$ cat src/rtl/png_row_unfilter_unit_defines.svh
// ---------------------------------------------------------------------------
// PNG row unfilter - assertion macros
// Shared concurrent assertion forms; expect clk and rst_n in scope.
// ---------------------------------------------------------------------------
`ifndef PNG_ROW_UNFILTER_UNIT_DEFINES_SVH
`define PNG_ROW_UNFILTER_UNIT_DEFINES_SVH

// Check the consequent in the same cycle as the antecedent
`define PRU_ASSERT_NOW(lbl, ante, cons, msg) \
  lbl: assert property (@(posedge clk) disable iff (!rst_n) (ante) |-> (cons)) \
    else $error(msg);

// Check the consequent in the cycle after the antecedent
`define PRU_ASSERT_NEXT(lbl, ante, cons, msg) \
  lbl: assert property (@(posedge clk) disable iff (!rst_n) (ante) |=> (cons)) \
    else $error(msg);

`endif

$ cat src/rtl/pru_ram.sv
// ---------------------------------------------------------------------------
// PNG row unfilter - generic RAM
// One write port, one read port with registered read data.
// ---------------------------------------------------------------------------
`default_nettype none

module pru_ram #(
  parameter int WIDTH = 8,
  parameter int DEPTH = 16
) (
  input  logic                     clk,
  input  logic                     we,
  input  logic [$clog2(DEPTH)-1:0] waddr,
  input  logic [WIDTH-1:0]         wdata,
  input  logic                     re,
  input  logic [$clog2(DEPTH)-1:0] raddr,
  output logic [WIDTH-1:0]         rdata
);

  logic [WIDTH-1:0] mem [DEPTH];

  // Write and registered read
  always_ff @(posedge clk) begin
    if (we) begin
      mem[waddr] <= wdata;
    end
    if (re) begin
      rdata <= mem[raddr];
    end
  end

endmodule

`default_nettype wire

$ cat config.mk
export PLATFORM = sky130hd
export DESIGN_NAME = pru_ram
export DESIGN_NICKNAME = d
export VERILOG_FILES = /design/src/rtl/png_row_unfilter_unit_defines.svh /design/src/rtl/pru_ram.sv
export SDC_FILE = /design/constraint.sdc
export NUM_CORES = 1
export LEC_CHECK = 0
export BUFFER_PORTS_ARGS = -buffer_cell sky130_fd_sc_hd__buf_4
export CAP_MARGIN = 20
export CORE_UTILIZATION = 40
export DETAILED_ROUTE_END_ITERATION = 16
export MAX_ROUTING_LAYER = met4
export RECOVER_POWER = 50
export SETUP_SLACK_MARGIN = 0.1
export SYNTH_ARGS = -nofsm -noshare
export SYNTH_HDL_FRONTEND = slang
export SYNTH_SLANG_ARGS = --single-unit
export TNS_END_PERCENT = 10
$ cat constraint.sdc
create_clock -name clk -period 2.5 [get_ports clk]
set_input_delay 0.625 -clock clk [delete_from_list [all_inputs] [get_ports clk]]
set_output_delay 0.625 -clock clk [all_outputs]
set_load 0.005 [all_outputs]
# Yosys cells after proc, flatten, opt, wreduce, memory -nomap -nowiden

Memory sizes are Yosys's and may differ from the RTL's. A register that Yosys moved wholly into a read port is not among the register bits.
Cells that the tools add are included.

Register bits after elaboration: 0
Memory bits (writable): 128
Input bits: 19
Output and inout bits: 8
Word-level logic and storage cells: 3
Memories: 1

Memory list:

| name | words | width | read ports | clocked after Yosys merged registers in | wr ports | RTL line      | source |
|---|---|---|---|---|---|---|---|
| mem  | 16    | 8     | 1          | 1                                       | 1        | pru_ram.sv:20 | `logic [WIDTH-1:0] mem [DEPTH];` |

Mux-type cells: 2

Operators with widths:

| operator          | number |
|---|---|
| two-way mux 1 bit | 2 |

# Logic depth before layout (Yosys ltp)

Word-level depth: 2
Depth in mapped cells: 5
Mapped depth without buffers: 3

# Least setup slack after synthesis

Ideal clock, no wire load.

Path kind: input port to flip-flop
Start: in waddr[2]
End: mem mem[0][0], enable pin
Library setup time: 0.383 ns
Arrival time: 1.735 ns
Required time: 2.117 ns
Setup slack: 0.382 ns
Stages: 2
Buffers on the path: 0
Path through: or3b_2 -> nor3_1

RTL lines:

| what            | RTL line      | source |
|---|---|---|
| start, declared | pru_ram.sv:13 | `input logic [$clog2(DEPTH)-1:0] waddr,` |
| end, declared   | pru_ram.sv:20 |  |

Straight into the memory's write port.

==> metrics.yaml <==
floorplan:
  die_area_um2: 13530
  rows: 41
  fp.dieW_um: 116.3
  io_pins: 27
  start_util_pct: 41.26
  core_area_um2: 12670
  fp.dieH_um: 116.3
timing:
  rsz0062_at_grt: "false"
  final-hold-violation-count: 0
  worst_slew_pin_slew_ps: 747.5
  finalSetupViolCount: 0
  worst_slack_ps: 673.3
  fmax_ghz: 0.5474
  slew_viol_final: 0
  fin_crit_sh_pct: 73.07
  relSlewSlack_pct: 50.17
  fin_setup_tns_ps: 0
  layout_min_cycle_time_ps: 1827
  skew_ps: 7.656
clock_tree:
  path_clk_slew_ps: 60
  htreeDepth: 4
  cts_buffers: 17
  clkLatencyLatePin_ps: 410
  clock-sinks: 136
  hold_buffers: 0
  cts_root_buf: "clkbuf_16"
  cts_resized: 0
  clockBufferDepth: 2
  cts_setup_buffers: 0
  cts_tree: "built"
pwr:
  vdd_ir_drop_max_v: 0.0003746
  leakage_nw: 2.094
  sequentialPowerShare_pct: 47.6
  internal-power_mw: 4.352
  power_frac_comb_pct: 4.4
  power.density_nw_per_um2: 860.4
  swShare_pct: 19.73
  pwr-share-clk_pct: 47.9
  p_sw_mw: 1.070
cells_and_area:
  seq_area_um2: 4084
  fin_util_pct: 49.73
  multi_input_area_um2: 1057
  mostFrequentLayoutCell: "edfxtp_1"
  layoutNonFillerInstCount: 469
  antenna_cells: 0
  drive_gt1_share_pct: 28.62
  final_nets: 303
  mostFrequentLayoutCells: "edfxtp_1 (136), buf_4 (34), mux4_2 (18)"
  areaGrowthSynthToFinish_pct: 20.54
  fill_cells: 1034
hold_path:
  hp-class: "input port to flip-flop"
  min-delay-start: "re"
place:
  dp.final_hpwl_mm: 6.305
  place_inst: 437
  pre_cts_ws_ps: 235.4
  io_buffer_count: 26
  gp_congestion: 0.6819
global_routing:
  grt_pass1_wl_mm: 14.99
  grt_pass1_vias: 2551
  grt-ovfl-total: 0
  grt_usage_pct: 16.86
  antenna_found_initial: 0
  grt_max_degree: 24
route:
  routed_wl_mm: 9.723
  drc_errors: 0
  vias: 2452
  drt_iter0_markers: 203
  post_drt_wl_per_cell_um: 20.73
  viasPerCell: 5.228
  first_pass_iters: 4
  ant_nets: 0
synthesis:
  yosysSeqAreaShare_pct: 78.12
  synth-seq-cells: 136
  synthesis.nets: 248
  netlist_area_um2: 5228
  synth_cell_type_count: 18
  yosysWarnings: 0
  avgSynthCellArea_um2: 22.83
  syn_inst: 229
run_status:
  status: "completed"
critical_path:
  critPathArrivalTime_ps: 1980
  cp-end-kind: "flip-flop"
  startpoint_type: "input port"
  worst-setup-path-type: "input port to flip-flop"
  cp_top_family: "multiplexers"
  cp_num_buf_inv: 2
  cpMaxStageDelayCell: "mux4_1"
  startpoint: "raddr[0]"
  critPathRequiredTime_ps: 2650
  worstReg2RegStart: "mem[10][6]"
  crit_chain: "buf_4 > buf_4 > mux4_1 > a22oi_1 > nand2_1"
  max_stage_delay_ps: 570
  worst_path_most_repeated_cell: "buf_4"
  path_max_fanout: 11
run:
  cap_violations: 0
[layer usage]
layer / share of wire [%] / track usage, % / up-vias
met5: 0 / - / -
li1: - / - / 1090
met4: 1.4 / 7.009 / 0
met2: 50 / 25.76 / 69
met1: 44 / 21.44 / 1281
met3: 5.1 / 4.463 / 12
[layout make-up]
cell class                      instances  area share, %
Tap cell                              172          3.415
Sequential cell                       136          64.81
Multi-Input combinational cell         83          16.78
Clock buffer                           18          6.811
Clock inverter                         14          3.157
Timing Repair Buffer                   46          5.024
[worst register-to-register path, cell delays in order, from the launching register on]
cell and delay [ps]:
edfxtp_1 360, mux4_2 480, a22oi_1 290, nand2_1 170
[cell families after synthesis]
kind of cell	Yosys count	share of synthesized area, %
mux	32	14.79
simple gates	35	3.136
compound gates	16	2.298
buf+inv	10	1.651
flops	136	78.12
[path summary, 6_finish.rpt]
path | to | slack, ps | cells after the start
worst max-delay path | rdata[3] | 670 | 5
worst min-delay path | rdata[1] | 650 | 1
worst max register to register | rdata[6] | 930 | 3
worst min register to register | rdata[0] | 760 | 3
[metrics by stage]
stage / instance area, um^2 / power (mW) / hold slack, ps
final: 6301 / 5.421 / 650.4
after global routing: 6301 / 5.582 / 660.5
after floorplan: 5228 / 2.757 / 704.8
after detailed placement: 5714 / 2.881 / 746.7
after CTS: 6342 / 5.478 / 483.8
after global placement: 5714 / 2.874 / 744.5
[sequential cells by signal, summed over array words and instances, names as in the netlist]
signal	cells
mem	128
rdata	8
[power by group through the flow]
stage | Sequential, mW | Clock (mW) | Combinational (mW)
2_1_floorplan | 2.63 | 0 | 0.130
3_3_place_gp | 2.63 | 0 | 0.248
3_5_place_dp | 2.63 | 0 | 0.252
4_1_cts | 2.58 | 2.64 | 0.253
5_1_grt | 2.59 | 2.73 | 0.263
6_report | 2.58 | 2.60 | 0.240
[synth_stat cells, drive strengths merged]
library cell | n | area share [%]
or3b | 1 | 0.17
nor3 | 4 | 0.38
nand2 | 9 | 0.65
buf | 7 | 1.1
nand2b | 2 | 0.24
and2b | 1 | 0.14
mux4 | 32 | 15
nand3b | 2 | 0.29
nor2 | 13 | 0.93
a22oi | 16 | 2.3
clkdlybuf4s25 | 3 | 0.57
and2 | 1 | 0.12
edfxtp | 136 | 78
nand3 | 1 | 0.096
nor2b | 1 | 0.12
(Power assumes the default switching activity.)
