`config.mk`:
```
export PLATFORM = sky130hd
export DESIGN_NAME = pru_out_stage_flat
export DESIGN_NICKNAME = d
export VERILOG_FILES = /design/src/rtl/png_row_unfilter_unit_defines.svh /design/src/rtl/pru_pkg.sv /design/src/rtl/pru_stream_if.sv /design/src/rtl/pru_out_stage.sv /design/src/flat_wrapper.sv
export SDC_FILE = /design/constraint.sdc
export NUM_CORES = 1
export LEC_CHECK = 0
export ABC_AREA = 1
export BUFFER_PORTS_ARGS = -buffer_cell sky130_fd_sc_hd__buf_2
export CELL_PAD_IN_SITES_DETAIL_PLACEMENT = 0
export CELL_PAD_IN_SITES_GLOBAL_PLACEMENT = 2
export CORE_MARGIN = 2
export CORE_UTILIZATION = 22
export CTS_CLUSTER_DIAMETER = 40
export CTS_CLUSTER_SIZE = 20
export DETAILED_ROUTE_END_ITERATION = 8
export GPL_TIMING_DRIVEN = 0
export PLACE_DENSITY = 0.76
export SETUP_SLACK_MARGIN = 0.2
export SLEW_MARGIN = 10
export SYNTH_ARGS = -nofsm -noshare
export SYNTH_HDL_FRONTEND = slang
export SYNTH_SLANG_ARGS = --single-unit
```
`constraint.sdc`:
```
create_clock -name clk -period 0.8 [get_ports clk]
set_input_delay 0.16 -clock clk [delete_from_list [all_inputs] [get_ports clk]]
set_output_delay 0.16 -clock clk [all_outputs]
set_load 0.02 [all_outputs]
```
`src/rtl/png_row_unfilter_unit_defines.svh`:
```
// ---------------------------------------------------------------------------
// PNG row unfilter - assertion macros
// Shared concurrent assertion forms; expect clk and rst_n in scope.
// ---------------------------------------------------------------------------
`ifndef PNG_ROW_UNFILTER_UNIT_DEFINES_SVH
`define PNG_ROW_UNFILTER_UNIT_DEFINES_SVH

// Check the consequent in the same cycle as the antecedent
`define PRU_ASSERT_NOW(lbl, ante, cons, msg) \
  lbl: assert property (@(posedge clk) disable iff (!rst_n) (ante) |-> (cons)) \
    else $error(msg);

// Check the consequent in the cycle after the antecedent
`define PRU_ASSERT_NEXT(lbl, ante, cons, msg) \
  lbl: assert property (@(posedge clk) disable iff (!rst_n) (ante) |=> (cons)) \
    else $error(msg);

`endif

```
`src/rtl/pru_pkg.sv`:
```
// ---------------------------------------------------------------------------
// PNG row unfilter - package
// Geometry constants, register indexes, filter codes and shared structs.
// ---------------------------------------------------------------------------
`default_nettype none

package pru_pkg;

  // Geometry limits
  localparam int MAX_WIDTH = 4096;
  localparam int ROW_BYTES = 16384;
  localparam int COL_W     = $clog2(ROW_BYTES);
  localparam int ROWB_W    = COL_W + 1;

  // Register and port widths
  localparam int IMG_W_W   = 13;
  localparam int IMG_H_W   = 16;
  localparam int MODE_W    = 2;
  localparam int DATA_W    = 32;
  localparam int PADDR_W   = 4;
  localparam int REG_IDX_W = 2;
  localparam int BYTE_W    = 8;

  // Register indexes (byte address / 4)
  typedef enum logic [REG_IDX_W-1:0] {
    REG_IMAGE_WIDTH  = 2'd0,
    REG_IMAGE_HEIGHT = 2'd1,
    REG_COLOR_MODE   = 2'd2
  } reg_idx_t;

  // Colour modes
  localparam logic [MODE_W-1:0] MODE_PALETTE = 2'd0;
  localparam logic [MODE_W-1:0] MODE_RGB     = 2'd1;
  localparam logic [MODE_W-1:0] MODE_RGBA    = 2'd2;

  // Byte lane of the window that sits one pixel back
  localparam logic [1:0] LANE_STRIDE1 = 2'd0;
  localparam logic [1:0] LANE_STRIDE3 = 2'd2;
  localparam logic [1:0] LANE_STRIDE4 = 2'd3;

  // Row filter types
  localparam logic [BYTE_W-1:0] FILT_NONE  = 8'd0;
  localparam logic [BYTE_W-1:0] FILT_SUB   = 8'd1;
  localparam logic [BYTE_W-1:0] FILT_UP    = 8'd2;
  localparam logic [BYTE_W-1:0] FILT_AVG   = 8'd3;
  localparam logic [BYTE_W-1:0] FILT_PAETH = 8'd4;

  localparam logic [BYTE_W-1:0] ALPHA_FILL = 8'hFF;

  typedef struct packed {
    logic [IMG_W_W-1:0] image_width;
    logic [IMG_H_W-1:0] image_height;
    logic [MODE_W-1:0]  color_mode;
  } cfg_t;

  // One reconstructed byte plus its alpha flag and row markers
  typedef struct packed {
    logic [BYTE_W-1:0] data;
    logic              has_alpha;
    logic              row_done;
    logic              image_done;
  } res_t;

endpackage

`default_nettype wire

```
`src/rtl/pru_stream_if.sv`:
```
// ---------------------------------------------------------------------------
// PNG row unfilter - stream interfaces
// Valid/ready channels for filtered input bytes and reconstructed results.
// ---------------------------------------------------------------------------
`default_nettype none


interface pru_out_if;
  logic       valid;
  logic       ready;
  logic [7:0] out_byte;
  logic       last_in_run;
  logic       row_done;
  logic       image_done;

  modport source (output valid, output out_byte, output last_in_run,
                  output row_done, output image_done, input ready);
  modport sink   (input valid, input out_byte, input last_in_run,
                  input row_done, input image_done, output ready);
endinterface

`default_nettype wire

```
`src/rtl/pru_out_stage.sv`:
```
// ---------------------------------------------------------------------------
// PNG row unfilter - output register
// Holds one reconstructed byte and, in RGB mode, sends the alpha fill after it.
// ---------------------------------------------------------------------------
`default_nettype none

module pru_out_stage (
  input  logic             clk,
  input  logic             rst_n,
  input  logic             load,
  input  pru_pkg::res_t    res,
  output logic             free,
  pru_out_if.source        out_if
);
  import pru_pkg::*;

  logic ov_r;
  logic ov_nxt;
  logic ph_r;
  logic ph_nxt;
  res_t res_r;
  logic fin;

  // Final transfer of the held item: alpha phase, or no alpha to follow
  assign fin  = ph_r || !res_r.has_alpha;
  assign free = !ov_r || (out_if.ready && fin);

  always_comb begin
    ov_nxt = ov_r;
    ph_nxt = ph_r;
    if (load) begin
      ov_nxt = 1'b1;
      ph_nxt = 1'b0;
    end else if (ov_r && out_if.ready) begin
      if (fin) begin
        ov_nxt = 1'b0;
      end else begin
        ph_nxt = 1'b1;
      end
    end
  end

  always_ff @(posedge clk) begin
    if (!rst_n) begin
      ov_r <= 1'b0;
      ph_r <= 1'b0;
    end else begin
      ov_r <= ov_nxt;
      ph_r <= ph_nxt;
    end
  end

  // Payload needs no reset
  always_ff @(posedge clk) begin
    if (load) begin
      res_r <= res;
    end
  end

  assign out_if.valid       = ov_r;
  assign out_if.out_byte    = ph_r ? ALPHA_FILL : res_r.data;
  assign out_if.last_in_run = fin;
  assign out_if.row_done    = fin && res_r.row_done;
  assign out_if.image_done  = fin && res_r.image_done;

endmodule

`default_nettype wire

```
`src/flat_wrapper.sv`:
```
// flat-port wrapper written by rule: the top's interface ports become plain ports
module pru_out_stage_flat import pru_pkg::*;
  (clk, rst_n, load, res, free, out_if_valid, out_if_out_byte, out_if_last_in_run, out_if_row_done, out_if_image_done, out_if_ready);
  pru_out_if out_if_i ();
  input  logic clk;
  input  logic rst_n;
  input  logic load;
  input  pru_pkg::res_t res;
  output logic free;
  output wire logic [$bits(out_if_i.valid)-1:0] out_if_valid;
  output wire logic [$bits(out_if_i.out_byte)-1:0] out_if_out_byte;
  output wire logic [$bits(out_if_i.last_in_run)-1:0] out_if_last_in_run;
  output wire logic [$bits(out_if_i.row_done)-1:0] out_if_row_done;
  output wire logic [$bits(out_if_i.image_done)-1:0] out_if_image_done;
  input wire logic [$bits(out_if_i.ready)-1:0] out_if_ready;
  assign out_if_valid = out_if_i.valid;
  assign out_if_out_byte = out_if_i.out_byte;
  assign out_if_last_in_run = out_if_i.last_in_run;
  assign out_if_row_done = out_if_i.row_done;
  assign out_if_image_done = out_if_i.image_done;
  assign out_if_i.ready = out_if_ready;
  pru_out_stage u_core (.clk(clk), .rst_n(rst_n), .load(load), .res(res), .free(free), .out_if(out_if_i));
endmodule
```
# After elaboration in Yosys (flattened, before gate mapping)

Index checks and enable logic that the tools add are counted.

Flip-flop bits (word level): 13
Latch bits: 0
Memory bits (writable): 0
ROM bits: 0
Word-level logic and storage cells: 25
Memories kept: 0

Add/sub/neg operators: 0
Multiply operators: 0
Div/mod/pow operators: 0
Magnitude comparators: 0
Equality and inequality tests: 0
Shifts and indexed selects: 0
Mux-type cells: 4
Bitwise gates (word level): 2
Reductions and logical operators: 13

Operators with widths:

| cell                | number |
|---|---|
| $mux W8             | 1 |
| $logic_and A1 B1 Y1 | 4 |
| $reduce_and A2 Y1   | 2 |
| $reduce_bool A2 Y1  | 2 |
| $mux W1             | 3 |
| $logic_not A1 Y1    | 2 |
| $logic_or A1 B1 Y1  | 2 |
| $not A1 Y1          | 2 |
| $reduce_or A2 Y1    | 1 |

# Longest topological paths before layout

Depth in word-level cells: 5
Depth in mapped cells: 5
Gate-level depth less buffers: 5

# Worst setup path after synthesis

No wires, ideal clock.

Kind: reg-to-output
Start point: register u_core.ph_r
End point: output port out_if_image_done
Arrival: 0.890 ns
Required time: 0.640 ns
Setup slack: -0.250 ns
Stages on the path, launching flop included: 5
Cells stage by stage: dfxtp_1 -> inv_2 -> nand2_4 -> inv_1 -> nor2_1

Longest elaborated chain between the ends: 2

Ends and longest elaborated chain:

| what                   | line                | source |
|---|---|---|
| start, declared        | pru_out_stage.sv:19 | `logic ph_r;` |
| start signal, assigned | pru_out_stage.sv:49 | `ph_r <= ph_nxt;` |
| $logic_or A1 B1 Y1     | pru_out_stage.sv:25 | `assign fin = ph_r \|\| !res_r.has_alpha;` |
| via out_if_last_in_run | flat_wrapper.sv:12  | `output wire logic [$bits(out_if_i.last_in_run)-1:0] out_if_last_in_run;` |
| $logic_and A1 B1 Y1    | pru_out_stage.sv:64 | `assign out_if.image_done = fin && res_r.image_done;` |
| end, declared          | flat_wrapper.sv:14  | `output wire logic [$bits(out_if_i.image_done)-1:0] out_if_image_done;` |

The timed path passes the listed nets, and every way through them passes these cells.

# Final worst setup path

Start point: register u_core.ph_r
End point: output port out_if_out_byte[7]

Longest elaborated chain between the ends: 1

Ends and longest elaborated chain:

| what          | line                | source |
|---|---|---|
| $mux W8       | pru_out_stage.sv:61 | `assign out_if.out_byte = ph_r ? ALPHA_FILL : res_r.data;` |
| end, declared | flat_wrapper.sv:11  | `output wire logic [$bits(out_if_i.out_byte)-1:0] out_if_out_byte;` |

No other way between the ends.

==> flow_metrics.py <==
metrics = {
    "run_status": {
        "status": "finished, violations left",
        "violations": "negative setup slack",
    },
    "synthesis": {
        "seq_area_frac_synth": 0.746,
        "yosys_warnings": 0,
        "async_reset_ff_frac": 0,
        "yosys-top-cells-area": "edfxtp_1 66%, or2_2 10%, dfxtp_1 8.1%",
        "synth-main-ff-cell": "edfxtp_1",
        "yosys.area.top_type": "edfxtp_1",
        "avgSynthCellArea_um2": 13.8,
        "ys_ff_latch": 13,
        "yosys-top-cells-count": "11 x edfxtp_1, 8 x or2_2, 5 x inv_1",
        "synth_top_area_frac": 0.665,
        "synth_edf_count": 11,
        "yosysMostFrequentCell": "edfxtp_1",
        "syn_area_um2": 497,
        "synth_cell_type_count": 12,
        "syn-num-nets": 51,
        "syn_inst": 36,
    },
    "die": {
        "io_pins": 28,
        "rows": 17,
        "dieArea_um2": 2650,
        "fp.dieH_um": 51.5,
        "core_um2": 2170,
        "fp.dieW_um": 51.5,
        "start_util": 0.229,
    },
    "grt": {
        "grt_usage": 0.0779,
        "grt_max_degree": 13,
        "grt_pass1_vias": 346,
        "overflow": 0,
        "antenna_found_initial": 0,
        "grt_pass1_wl_um": 1390,
    },
    "critical_path": {
        "crit_path_start_kind": "register",
        "r2r-start": "u_core.res_r[2]",
        "arrival_ps": 1090,
        "worst_r2r_path_depth": 4,
        "crit_fanout": 9,
        "crit_required_ps": 640,
        "startpoint": "u_core.ph_r",
        "setup.worst_path.class": "register to primary output",
        "worstReg2RegEnd": "u_core.out_if.valid",
        "r2r_slack_ps": -20,
        "endpoint_kind": "primary output",
    },
    "sta": {
        "setup_viol": 14,
        "rsz0062_at_grt": "true",
        "finalSetupTns_ps": -5070,
        "finalCritPeriodShare": 1.56,
        "slew_headroom": 0.827,
        "clock_skew_ps": 0.176,
        "period_needed_ps": 1250,
        "hold_viol_final": 0,
        "fmax_ghz": 0.800,
        "slew_viol_final": 0,
        "worst_slack_ps": -450,
        "max_slew.worst_pin.slew_ps": 259,
    },
    "placement": {
        "place_area_um2": 704,
        "io_buffer_count": 27,
        "gp_congestion": 0.615,
        "hpwlAfterDp_um": 722,
    },
    "power_and_ir_drop": {
        "power_uw": 1480,
        "irDropWorstVdd_mv": 0.621,
        "power_leakage_uw": 0.000342,
        "powerDensity_nw_per_um2": 1930,
    },
    "worst_hold_path": {
        "worstHoldStart": "res[8]",
        "hold_end": "u_core.res_r[8]",
        "hold_depth": 1,
        "hp-class": "input pin to register",
    },
    "drt": {
        "viasPerCell": 3.84,
        "wl_um": 931,
        "num_vias": 365,
        "drt_pass1_iterations": 4,
        "drt-wirelength-per-cell_um": 9.80,
        "drtIter0Drc": 4,
        "detail-route-antenna-nets": 0,
        "drc": 0,
    },
    "clock_tree": {
        "cts_sinks": 13,
        "clk_pin_slew_ps": 80,
        "clk_path_buf_depth": 2,
        "clk_latency_ps": 270,
        "cts-buffers-inserted": 3,
        "cts_root_buf": "clkbuf_4",
        "holdBufCountCts": 0,
        "cts_tree": "yes",
        "htree_levels": 1,
    },
    "flow_run": {
        "cap_violations": 0,
    },
    "layout": {
        "post-route-util": 0.354,
        "diodes": 0,
        "fin_nets": 83,
        "area.growth.synth_to_final_pct": 54.4,
        "layout-drive-gt1-share": 0.716,
        "final_cell_area_um2": 767,
    },
}
-- cells in the final DEF, fill, tap and decap left out --
master / n
nand2_4: 2
inv_2: 1
clkbuf_1: 1
nand3_1: 1
dfxtp_4: 2
nand2_2: 1
a21oi_1: 1
inv_1: 4
edfxtp_1: 11
or2_2: 4
clkbuf_4: 3
nor2_4: 2
nand2_1: 1
buf_2: 21
inv_4: 1
buf_6: 5
or2_4: 4
a21oi_2: 1
buf_4: 1
-- worst max path at each step --
stage / end / slack, ps / cells past startpoint
after detailed placement: out_if_image_done / -210 / 5
after global placement: out_if_image_done / -210 / 5
after global routing: out_if_out_byte[5] / -500 / 2
after CTS: out_if_out_byte[7] / -480 / 2
after floorplan: out_if_image_done / -110 / 3
final: out_if_out_byte[7] / -450 / 2
-- critical path, stage by stage, from the launching register on --
cell	delay [ps]
dfxtp_4	370
or2_2	290
buf_2	160
-- through the flow --
stage	std cells	setup WS, ps	hold slack, ps
after global routing	95	-504	36.4
final	95	-450	63.5
after floorplan	36	-109	259
after CTS	95	-477	47.9
after detailed placement	91	-210	339
after global placement	91	-208	337
-- flip-flops by register name, indices dropped and copies added (netlist names) --
register,count
u_core.res_r,11
u_core.out_if.valid,1
u_core.ph_r,1
-- what timing repair did --
action                                  in CTS  in global routing
endpoints found under the setup margin      15                 15
buffers inserted                             0                  0
pin swaps                                    3                  0
gates resized for setup                     10                  2
cloned                                       0                  0
-- per-layer routing --
metal	global-route usage	vias up	routed length, µm
met2	0.137	12	552
met4	0.0921	0	23
met5	0	-	0
met1	0.0662	172	324
met3	0.0172	2	31
li1	-	179	-
-- cell families (layout without fill, tap and decap cells) --
group                  count (synthesis)  in the layout  synth area share
AO/OA/AOI/OAI                          2              2            0.0277
buffers and inverters                  6             37            0.0453
flip-flops                            13             13             0.746
AND/OR/NAND/NOR                       15             15             0.181
-- where the power goes --
group	internal, µW	switching (µW)
Clock	193	199
Combinational	137	150
Sequential	785	20.3
Total	1110	369
-- area by class of cell --
type / instances / area (µm²)
multi-input combinational: 17 / 134
sequential: 13 / 378
tap: 28 / 35.0
clock buffer: 4 / 26.3
timing repair buffer: 27 / 169
inverter: 6 / 25.0
fill: 236 / 1400
Power figures use the tool's default switching activity.
