### src/rtl/png_row_unfilter_unit_defines.svh
// ---------------------------------------------------------------------------
// PNG row unfilter - assertion macros
// Shared concurrent assertion forms; expect clk and rst_n in scope.
// ---------------------------------------------------------------------------
`ifndef PNG_ROW_UNFILTER_UNIT_DEFINES_SVH
`define PNG_ROW_UNFILTER_UNIT_DEFINES_SVH

// Check the consequent in the same cycle as the antecedent
`define PRU_ASSERT_NOW(lbl, ante, cons, msg) \
  lbl: assert property (@(posedge clk) disable iff (!rst_n) (ante) |-> (cons)) \
    else $error(msg);

// Check the consequent in the cycle after the antecedent
`define PRU_ASSERT_NEXT(lbl, ante, cons, msg) \
  lbl: assert property (@(posedge clk) disable iff (!rst_n) (ante) |=> (cons)) \
    else $error(msg);

`endif

### src/rtl/pru_pkg.sv
// ---------------------------------------------------------------------------
// PNG row unfilter - package
// Geometry constants, register indexes, filter codes and shared structs.
// ---------------------------------------------------------------------------
`default_nettype none

package pru_pkg;

  // Geometry limits
  localparam int MAX_WIDTH = 4096;
  localparam int ROW_BYTES = 16384;
  localparam int COL_W     = $clog2(ROW_BYTES);
  localparam int ROWB_W    = COL_W + 1;

  // Register and port widths
  localparam int IMG_W_W   = 13;
  localparam int IMG_H_W   = 16;
  localparam int MODE_W    = 2;
  localparam int DATA_W    = 32;
  localparam int PADDR_W   = 4;
  localparam int REG_IDX_W = 2;
  localparam int BYTE_W    = 8;

  // Register indexes (byte address / 4)
  typedef enum logic [REG_IDX_W-1:0] {
    REG_IMAGE_WIDTH  = 2'd0,
    REG_IMAGE_HEIGHT = 2'd1,
    REG_COLOR_MODE   = 2'd2
  } reg_idx_t;

  // Colour modes
  localparam logic [MODE_W-1:0] MODE_PALETTE = 2'd0;
  localparam logic [MODE_W-1:0] MODE_RGB     = 2'd1;
  localparam logic [MODE_W-1:0] MODE_RGBA    = 2'd2;

  // Byte lane of the window that sits one pixel back
  localparam logic [1:0] LANE_STRIDE1 = 2'd0;
  localparam logic [1:0] LANE_STRIDE3 = 2'd2;
  localparam logic [1:0] LANE_STRIDE4 = 2'd3;

  // Row filter types
  localparam logic [BYTE_W-1:0] FILT_NONE  = 8'd0;
  localparam logic [BYTE_W-1:0] FILT_SUB   = 8'd1;
  localparam logic [BYTE_W-1:0] FILT_UP    = 8'd2;
  localparam logic [BYTE_W-1:0] FILT_AVG   = 8'd3;
  localparam logic [BYTE_W-1:0] FILT_PAETH = 8'd4;

  localparam logic [BYTE_W-1:0] ALPHA_FILL = 8'hFF;

  typedef struct packed {
    logic [IMG_W_W-1:0] image_width;
    logic [IMG_H_W-1:0] image_height;
    logic [MODE_W-1:0]  color_mode;
  } cfg_t;

  // One reconstructed byte plus its alpha flag and row markers
  typedef struct packed {
    logic [BYTE_W-1:0] data;
    logic              has_alpha;
    logic              row_done;
    logic              image_done;
  } res_t;

endpackage

`default_nettype wire

### src/rtl/pru_cfg_regs.sv
// ---------------------------------------------------------------------------
// PNG row unfilter - configuration registers
// APB-style register file for image width, height and colour mode.
// ---------------------------------------------------------------------------
`default_nettype none

module pru_cfg_regs (
  input  logic                          clk,
  input  logic                          rst_n,
  input  logic                          psel,
  input  logic                          penable,
  input  logic                          pwrite,
  input  logic [pru_pkg::PADDR_W-1:0]   paddr,
  input  logic [pru_pkg::DATA_W-1:0]    pwdata,
  output logic [pru_pkg::DATA_W-1:0]    prdata,
  output logic                          pready,
  output pru_pkg::cfg_t                 cfg
);
  import pru_pkg::*;

  cfg_t                 cfg_r;
  cfg_t                 cfg_nxt;
  logic                 wr_en;
  logic [REG_IDX_W-1:0] idx;

  assign pready = 1'b1;
  assign wr_en  = psel && penable && pwrite;
  assign idx    = paddr[REG_IDX_W+1:2];

  // Decode the write
  always_comb begin
    cfg_nxt = cfg_r;
    if (wr_en) begin
      case (idx)
        REG_IMAGE_WIDTH:  cfg_nxt.image_width  = pwdata[IMG_W_W-1:0];
        REG_IMAGE_HEIGHT: cfg_nxt.image_height = pwdata[IMG_H_W-1:0];
        REG_COLOR_MODE:   cfg_nxt.color_mode   = pwdata[MODE_W-1:0];
        default:          cfg_nxt = cfg_r;
      endcase
    end
  end

  always_ff @(posedge clk) begin
    if (!rst_n) begin
      cfg_r.image_width  <= IMG_W_W'(1);
      cfg_r.image_height <= IMG_H_W'(1);
      cfg_r.color_mode   <= MODE_RGBA;
    end else begin
      cfg_r <= cfg_nxt;
    end
  end

  // Read back
  always_comb begin
    case (idx)
      REG_IMAGE_WIDTH:  prdata = DATA_W'(cfg_r.image_width);
      REG_IMAGE_HEIGHT: prdata = DATA_W'(cfg_r.image_height);
      REG_COLOR_MODE:   prdata = DATA_W'(cfg_r.color_mode);
      default:          prdata = '0;
    endcase
  end

  assign cfg = cfg_r;

endmodule

`default_nettype wire

### config.mk
export PLATFORM = sky130hd
export DESIGN_NAME = pru_cfg_regs
export DESIGN_NICKNAME = d
export VERILOG_FILES = /design/src/rtl/png_row_unfilter_unit_defines.svh /design/src/rtl/pru_pkg.sv /design/src/rtl/pru_cfg_regs.sv
export SDC_FILE = /design/constraint.sdc
export NUM_CORES = 1
export LEC_CHECK = 0
export BUFFER_PORTS_ARGS = -buffer_cell sky130_fd_sc_hd__buf_2
export CELL_PAD_IN_SITES_DETAIL_PLACEMENT = 1
export CELL_PAD_IN_SITES_GLOBAL_PLACEMENT = 2
export CORE_MARGIN = 2
export CORE_UTILIZATION = 22
export DETAILED_ROUTE_END_ITERATION = 6
export MAX_ROUTING_LAYER = met4
export PLACE_DENSITY_LB_ADDON = 0.08
export SLEW_MARGIN = 25
export SYNTH_ARGS = -nofsm -noshare
export SYNTH_HDL_FRONTEND = slang
export SYNTH_SLANG_ARGS = --single-unit
### constraint.sdc
create_clock -name clk -period 1.15 [get_ports clk]
set_input_delay 0.115 -clock clk [delete_from_list [all_inputs] [get_ports clk]]
set_output_delay 0.115 -clock clk [all_outputs]
set_load 0.02 [all_outputs]
-- Word level (Yosys, flattened, before mapping)
Cells that the tools add are included.
- input port bits: 41
- ROM bits: 0
- register bits after elaboration: 31
- memories: 0
- memory bits (writable): 0
- word-level logic and storage cells: 12
- latch bits: 0
- output and inout bits: 64
- add/sub/neg operators: 0
- equal/unequal tests: 2
- magnitude comparators: 0
- divide/modulo/power cells: 0
- mux-type cells: 1
- shift-type cells: 0
- bitwise logic cells: 0
- reductions and logical operators: 6
- $mul: 0
- operators by type and width (cell ; count):
    $pmux W16 S3 ; 1
    $reduce_and A2 Y1 ; 3
    $eq A2 B1 Y1 const B ; 1
    $eq A2 B2 Y1 const B ; 1
    $logic_and A1 B1 Y1 ; 2
    $logic_not A2 Y1 ; 1

-- Depth between registers and ports, before layout
Gate-level depths: netlist of run 1.
- depth in word-level cells: 3
- mapped depth: 6
- gate-level depth less buffers: 3

-- Least setup slack after synthesis of run 1
OpenSTA, ideal clock, no wires.
- path kind: register -> output
- from: reg cfg_r, in the netlist cfg[3]
- to: out prdata[1] in the netlist's numbering
- cell stages (with the launch flop): 3
- buffers on the path: 0
- setup slack: 9 ps
- required time: 1035 ps
- arrival time: 1026 ps
- cell sequence: dfxtp_1 -> mux2i_1 -> o21ai_0
- longest elaborated chain between the ends: 1
- ends and longest elaborated chain (what ; RTL line ; source):
    start, declared ; pru_cfg_regs.sv:21 ; cfg_t cfg_r;
    start signal, assigned ; pru_cfg_regs.sv:49 ; cfg_r <= cfg_nxt;
    $pmux W16 S3 ; pru_cfg_regs.sv:55 ; case (idx)
    end, declared ; pru_cfg_regs.sv:15 ; output logic [pru_pkg::DATA_W-1:0] prdata,
No other way between the ends.

-- Worst setup path after layout of run 1
- from: reg cfg_r, in the netlist cfg[18]
- to: out prdata[0] in the netlist's numbering
The elaborated chain is that of the path after synthesis.

==> out/results.ini, run 1 <==
[clock_tree]
cts_max_path_buffers = 2
cts_root_buf = clkbuf_8
clkSinkCount = 31
numCtsBuffers = 5
cts.htree.levels = 2
cts_tree = yes
clk-insertion-delay-late_ps = 280
path_clk_slew_ps = 60
hold_buffers = 0

[pwr]
seqPwrFrac_pct = 50.3
p_per_area_mw_per_mm2 = 1030
irDropWorstVdd_mv = 0.3672
p_int_mw = 1.601
fin_total_pwr_mw = 2.186
switching_share_pct = 26.79
pwr-share-comb_pct = 13.8
leakagePower_nw = 1.114
p_switching_uw = 585.6
clkPwrFrac_pct = 35.9

[synth]
yosysWarnings = 0
syn_inst = 180
syn_avg_cell_area_um2 = 8.814
ys_seq_area_share_pct = 39.12
synthDistinctLibCells = 21
ys_ff_latch = 31
netlist_area_mm2 = 0.001587

[layout]
area_growth_pct = 33.75
diodes = 0
fin_util_pct = 30.89
drive_above_1_share_pct = 39.61
finalNonFillerCells = 351
nets = 297
largest_register_ffs = 31

[worst_setup_path]
reg2reg_slack_ps = 400
cpLargestDelayFamily = flip-flops
slowest_stage = dfxtp_2
max_stage_delay_ps = 340
cp_cell_sequence = mux2i_1 > o21ai_1 > buf_4
end_kind = output pin
start_kind = flop
worst-path-max-fanout = 3
crit_buf_inv = 1
arrival_ps = 1030
crit_type = reg -> out
critPathRequiredTime_ps = 1030

[detailed_routing]
wl_um = 4547
wl_met3_um = 267
wl_met2_um = 1986
drt-met1-wl_um = 2254
viasPerCell = 3.994
first_pass_iters = 4
vias = 1402
drt_iter0_markers = 34
final_antenna_net_count = 0
wl_per_cell_um = 12.95
top_layer = met4
route.detailed.drc = 0

[sta]
fin_worst_skew_ps = 0
finalSetupTns_ps = 0
timing.fmax_mhz = 869.7
setup_viol_count_final = 0
rsz0062_at_grt = yes
period_minus_slack_ps = 1150
hold_violations = 0
post-route-period-util_pct = 99.98
drv_slew = 0

[outcome]
status = completed

[placement]
io_buffers = 69
hpwl_um = 3434
finalWeightedCongestion = 0.6941
place_inst = 343

[die]
pin_count = 105
die_y_um = 88.92
row_count = 30
start_util_pct = 23.10
dieWidth_um = 88.92
die_area_mm2 = 0.007907
fp.coreArea_mm2 = 0.006869

[grt]
grt_use_total_pct = 11.89
grt_pass1_vias = 1309
grt_pass1_wl_um = 6748
antenna_found_initial = 0
grt.overflow.total = 0
grt_max_degree = 28

[job]
max_cap_violations = 0

[worst_hold_path]
hp-class = in -> reg

synthesized netlist by cell type:
| master | number | share of area [%] |
|---|---|---|
| buf_4 | 18 | 8.5 |
| nor2_1 | 12 | 2.8 |
| o211ai_1 | 1 | 0.47 |
| inv_1 | 1 | 0.24 |
| and3_1 | 1 | 0.39 |
| buf_8 | 1 | 0.95 |
| buf_6 | 2 | 1.4 |
| nand2b_1 | 1 | 0.39 |
| nand3_1 | 1 | 0.32 |
| nor2b_4 | 1 | 0.87 |
| and2_4 | 1 | 0.55 |
| nor2b_1 | 3 | 1.2 |
| a21oi_1 | 2 | 0.63 |
| buf_2 | 2 | 0.63 |
| clkbuf_1 | 5 | 1.2 |
| and2_1 | 4 | 1.6 |
| o21ai_0 | 2 | 0.63 |
| mux2i_1 | 42 | 26 |
| conb_1 | 2 | 0.47 |
| dfxtp_1 | 31 | 39 |
| nand2_1 | 47 | 11 |
power groups by stage:
stage	sequential, mW	combinational, mW	clock [mW]
3_5_place_dp	1.12	0.302	0
3_3_place_gp	1.12	0.302	0
6_report	1.10	0.302	0.785
4_1_cts	1.10	0.305	0.824
2_1_floorplan	1.14	0.214	0
5_1_grt	1.10	0.331	0.875
metal layers:
metal | global-route usage, % | vias to the layer above
li1 | - | 702
met1 | 16.24 | 643
met2 | 17.37 | 53
met3 | 3.047 | 4
met4 | 3.306 | 0
met5 | - | -
final cells by class:
| type | count | area (µm²) |
|---|---|---|
| Timing Repair Buffer | 82 | 473.0 |
| Sequential cell | 31 | 635.6 |
| Multi-Input combinational cell | 135 | 817.0 |
| Inverter | 1 | 3.754 |
| Fill cell | 846 | 4747 |
| Clock buffer | 6 | 72.57 |
| Tap cell | 96 | 120.1 |
through the flow:
| stage | hold slack [ps] | setup slack [ps] | cell area [µm²] |
|---|---|---|---|
| after floorplan | 257.2 | 9.286 | 1643 |
| after global placement | 375.6 | -10.90 | 2002 |
| after detailed placement | 378.2 | -24.95 | 2002 |
| after CTS | 77.29 | -8.153 | 2086 |
| after global routing | 90.39 | -59.44 | 2122 |
| final | 85.44 | 0.1904 | 2122 |
path summary, 6_finish.rpt:
kind,start,end,cells after the start
max,cfg[18]$_SDFFE_PN1P_,prdata[0],3
min,pwdata[14],cfg[16]$_SDFFE_PN0P_,3
max reg2reg,cfg[2]$_SDFFE_PN1P_,cfg[2]$_SDFFE_PN1P_,3
min reg2reg,cfg[11]$_SDFFE_PN0P_,cfg[11]$_SDFFE_PN0P_,2
worst reg2reg max path, cell delays in order, from the launching register on:
cell,delay (ps)
dfxtp_2,320
nand2b_1,140
a21oi_1,120
a21oi_1,50
cell families (layout without fill, tap and decap cells):
| logic type | after synthesis | after routing | synth area share [%] |
|---|---|---|---|
| other cells | 2 | 17 | 0.4734 |
| simple gates | 71 | 71 | 19.24 |
| compound gates | 5 | 5 | 1.735 |
| flops | 31 | 31 | 39.12 |
| buf+inv | 29 | 89 | 12.93 |
| mux | 42 | 42 | 26.50 |
placed cells by master (no fill, tap or decap), drive strengths merged:
cell     n
mux2i   42
dfxtp   31
inv      1
nor2    12
clkbuf   6
and3     1
conb    17
a21oi    2
buf     82
nand2   47
nand3    1
and2     5
o21ai    2
o211ai   1
nor2b    4
nand2b   1
timing repair:
| action | in CTS | in global routing |
|---|---|---|
| setup buffers | 0 | 2 |
| setup endpoints to repair | 4 | 8 |
| hold endpoints to repair | 0 | 0 |
| pin swaps | 1 | 2 |
| resized for setup | 7 | 14 |
No activity file was read; power rests on OpenSTA's default activity.
==> inputs of run 2 (changes only) <==
==> constraint.sdc (replaced) <==
create_clock -name clk -period 1.2 [get_ports clk]
set_input_delay 0.12 -clock clk [delete_from_list [all_inputs] [get_ports clk]]
set_output_delay 0.12 -clock clk [all_outputs]
set_load 0.02 [all_outputs]
==> run 2 against run 1 <==
Effect of this change:
- global-route usage up 0.096 points
- non-clock buffer count down 3
- cell area down 0.94%
- first-iteration DRC count up 71%
- core utilization down 0.29 points
- setup slack better by 75 ps
- sequential power down 5%
- critical path depth unchanged
- critical path type unchanged
- largest cell class unchanged
- largest power group unchanged
- highest routed layer unchanged
==> out/results.ini, run 2 (same netlist as run 1, synthesis figures left out) <==
[grt]
groute.layer.met3.usage_pct = 2.955  ; was 3.047%
met1_usage_pct = 16.58  ; was 16.24%
grt_pass1_vias = 1334  ; was 1309
antenna_found_initial = 0  ; unchanged
grt.overflow.total = 0  ; unchanged
top_usage_layer = met2  ; unchanged
grt_use_total_pct = 11.99  ; was 11.89%
grt_pass1_wl_um = 6865  ; was 6748 µm
grt_max_degree = 28  ; unchanged
grt_util_met2_pct = 17.37  ; unchanged

[placement]
place_inst = 342  ; was 343
hpwl_um = 3415  ; was 3434 µm
io_buffers = 69  ; unchanged
finalWeightedCongestion = 0.7051  ; was 0.6941

[detailed_routing]
wl_um = 4539  ; was 4547 µm
viasPerCell = 4.051  ; was 3.994
route.detailed.drc = 0  ; unchanged
first_pass_iters = 4  ; unchanged
vias = 1418  ; was 1402
final_antenna_net_count = 0  ; unchanged
drt_iter0_markers = 58  ; was 34
wl_per_cell_um = 12.97  ; was 12.95 µm

[clock_tree]
hold_buffers = 0  ; unchanged
path_clk_slew_ps = 70  ; was 60 ps
cts_tree = yes  ; unchanged
cts.htree.levels = 2  ; unchanged
clk-insertion-delay-late_ps = 270  ; was 280 ps
cts_root_buf = clkbuf_8  ; unchanged
numCtsBuffers = 5  ; unchanged
clkSinkCount = 31  ; unchanged
postCtsSetupRepairBufs = 0  ; unchanged
cts_max_path_buffers = 2  ; unchanged
cts_resized = 0  ; was 7

[layout]
largest_register_ffs = 31  ; unchanged
drive_above_1_share_pct = 35.43  ; was 39.61%
nets = 294  ; was 297
diodes = 0  ; unchanged
area_growth_pct = 32.49  ; was 33.75%
layout_commonest_cell = buf_2  ; unchanged
finalNonFillerCells = 350  ; was 351
layout_common_cells = buf_2, nand2_1, mux2i_1, dfxtp_1, conb_1  ; was buf_2, nand2_1, mux2i_1, dfxtp_1, buf_4

[pwr]
clkPwrFrac_pct = 40.5  ; was 35.9%
p_int_mw = 1.666  ; was 1.601 mW
p_switching_uw = 579.8  ; was 585.6 µW
switching_share_pct = 25.81  ; was 26.79%
pwr-share-comb_pct = 12.7  ; was 13.8%
seqPwrFrac_pct = 46.9  ; was 50.3%
leakagePower_nw = 1.111  ; was 1.114 nW
p_per_area_mw_per_mm2 = 1069  ; was 1030 mW/mm²
irDropWorstVdd_mv = 0.3629  ; was 0.3672 mV

[worst_setup_path]
arrival_ps = 1000  ; was 1030 ps
crit_type = reg -> out  ; unchanged
r2r_cells = 3  ; unchanged
worst-path-max-fanout = 3  ; unchanged
rr_endpoint = cfg[2]$_SDFFE_PN1P_  ; unchanged
start_kind = flop  ; unchanged
critPathRequiredTime_ps = 1080  ; was 1030 ps
end_kind = output pin  ; unchanged
timing.rr.start = cfg[2]$_SDFFE_PN1P_  ; unchanged
cp-endpoint = prdata[1]  ; was prdata[0]
reg2reg_slack_ps = 460  ; was 400 ps
critPathLaunch = cfg[19]$_SDFFE_PN0P_  ; was cfg[18]$_SDFFE_PN1P_

[die]
fp.coreArea_mm2 = 0.006869  ; unchanged
row_count = 30  ; unchanged
start_util_pct = 23.10  ; unchanged
dieWidth_um = 88.92  ; unchanged
die_y_um = 88.92  ; unchanged
pin_count = 105  ; unchanged
die_area_mm2 = 0.007907  ; unchanged

[outcome]
status = completed  ; unchanged

[sta]
drv_slew = 0  ; unchanged
post-route-period-util_pct = 93.70
fin_worst_skew_ps = 0  ; unchanged
hold_ws_ps = 87.65  ; was 85.44 ps
timing.fmax_mhz = 889.4
hold_violations = 0  ; unchanged
setup_viol_count_final = 0  ; unchanged
finalSetupTns_ps = 0  ; unchanged
period_minus_slack_ps = 1124
rsz0062_at_grt = no  ; was yes

[job]
max_cap_violations = 0  ; unchanged

[worst_hold_path]
hp-class = in -> reg  ; unchanged

==> run 2: how the worst min path moves through the flow <==
stage                    start  slack, ps  cells past startpoint                    to
floorplan           pwdata[13]        260                      2  cfg[15]$_SDFFE_PN0P_
global placement    pwdata[14]        380                      3  cfg[16]$_SDFFE_PN0P_
detailed placement  pwdata[13]        380                      3  cfg[15]$_SDFFE_PN0P_
CTS                 pwdata[13]         80                      3  cfg[15]$_SDFFE_PN0P_
global route        pwdata[14]         90                      3  cfg[16]$_SDFFE_PN0P_
finish              pwdata[14]         90                      3  cfg[16]$_SDFFE_PN0P_
==> run 2: power groups by stage <==
stage          registers [mW]  logic (mW)  clock network (mW)
2_1_floorplan            1.09       0.205                   0
3_3_place_gp             1.08       0.288                   0
3_5_place_dp             1.08       0.287                   0
4_1_cts                  1.05       0.288               0.963
5_1_grt                  1.05       0.314               0.999
6_report                 1.05       0.285               0.909
==> run 2: routing by layer <==
metal	up-vias	wire [µm]
met5	-	0
met1	658	2220
met3	5	308
li1	698	-
met4	0	32
met2	57	1978
==> run 2: stage by stage <==
| stage | setup slack (ps) | utilization (%) | instance area (µm²) | power [mW] |
|---|---|---|---|---|
| after floorplan | 54.29 | - | 1643 | 1.296 |
| after global placement | 60.99 | 29.03 | 1994 | 1.364 |
| after detailed placement | 36.16 | 29.03 | 1994 | 1.363 |
| after CTS | 18.54 | 30.49 | 2095 | 2.304 |
| after global routing | 0.08071 | 30.60 | 2102 | 2.367 |
| final | 75.62 | 30.60 | 2102 | 2.246 |
==> run 2: worst max-delay path, stage by stage, from the launching register on <==
cell	delay (ps)
dfxtp_1	350
mux2i_1	70
o21ai_0	130
buf_2	180
==> run 2: area by class of cell <==
type	instances	area, µm²
clock buffer	8	100.1
timing repair buffer	79	437.9
fill	855	4767
sequential	31	623.1
inverter	1	3.754
multi-input combinational	135	817.0
tap	96	120.1
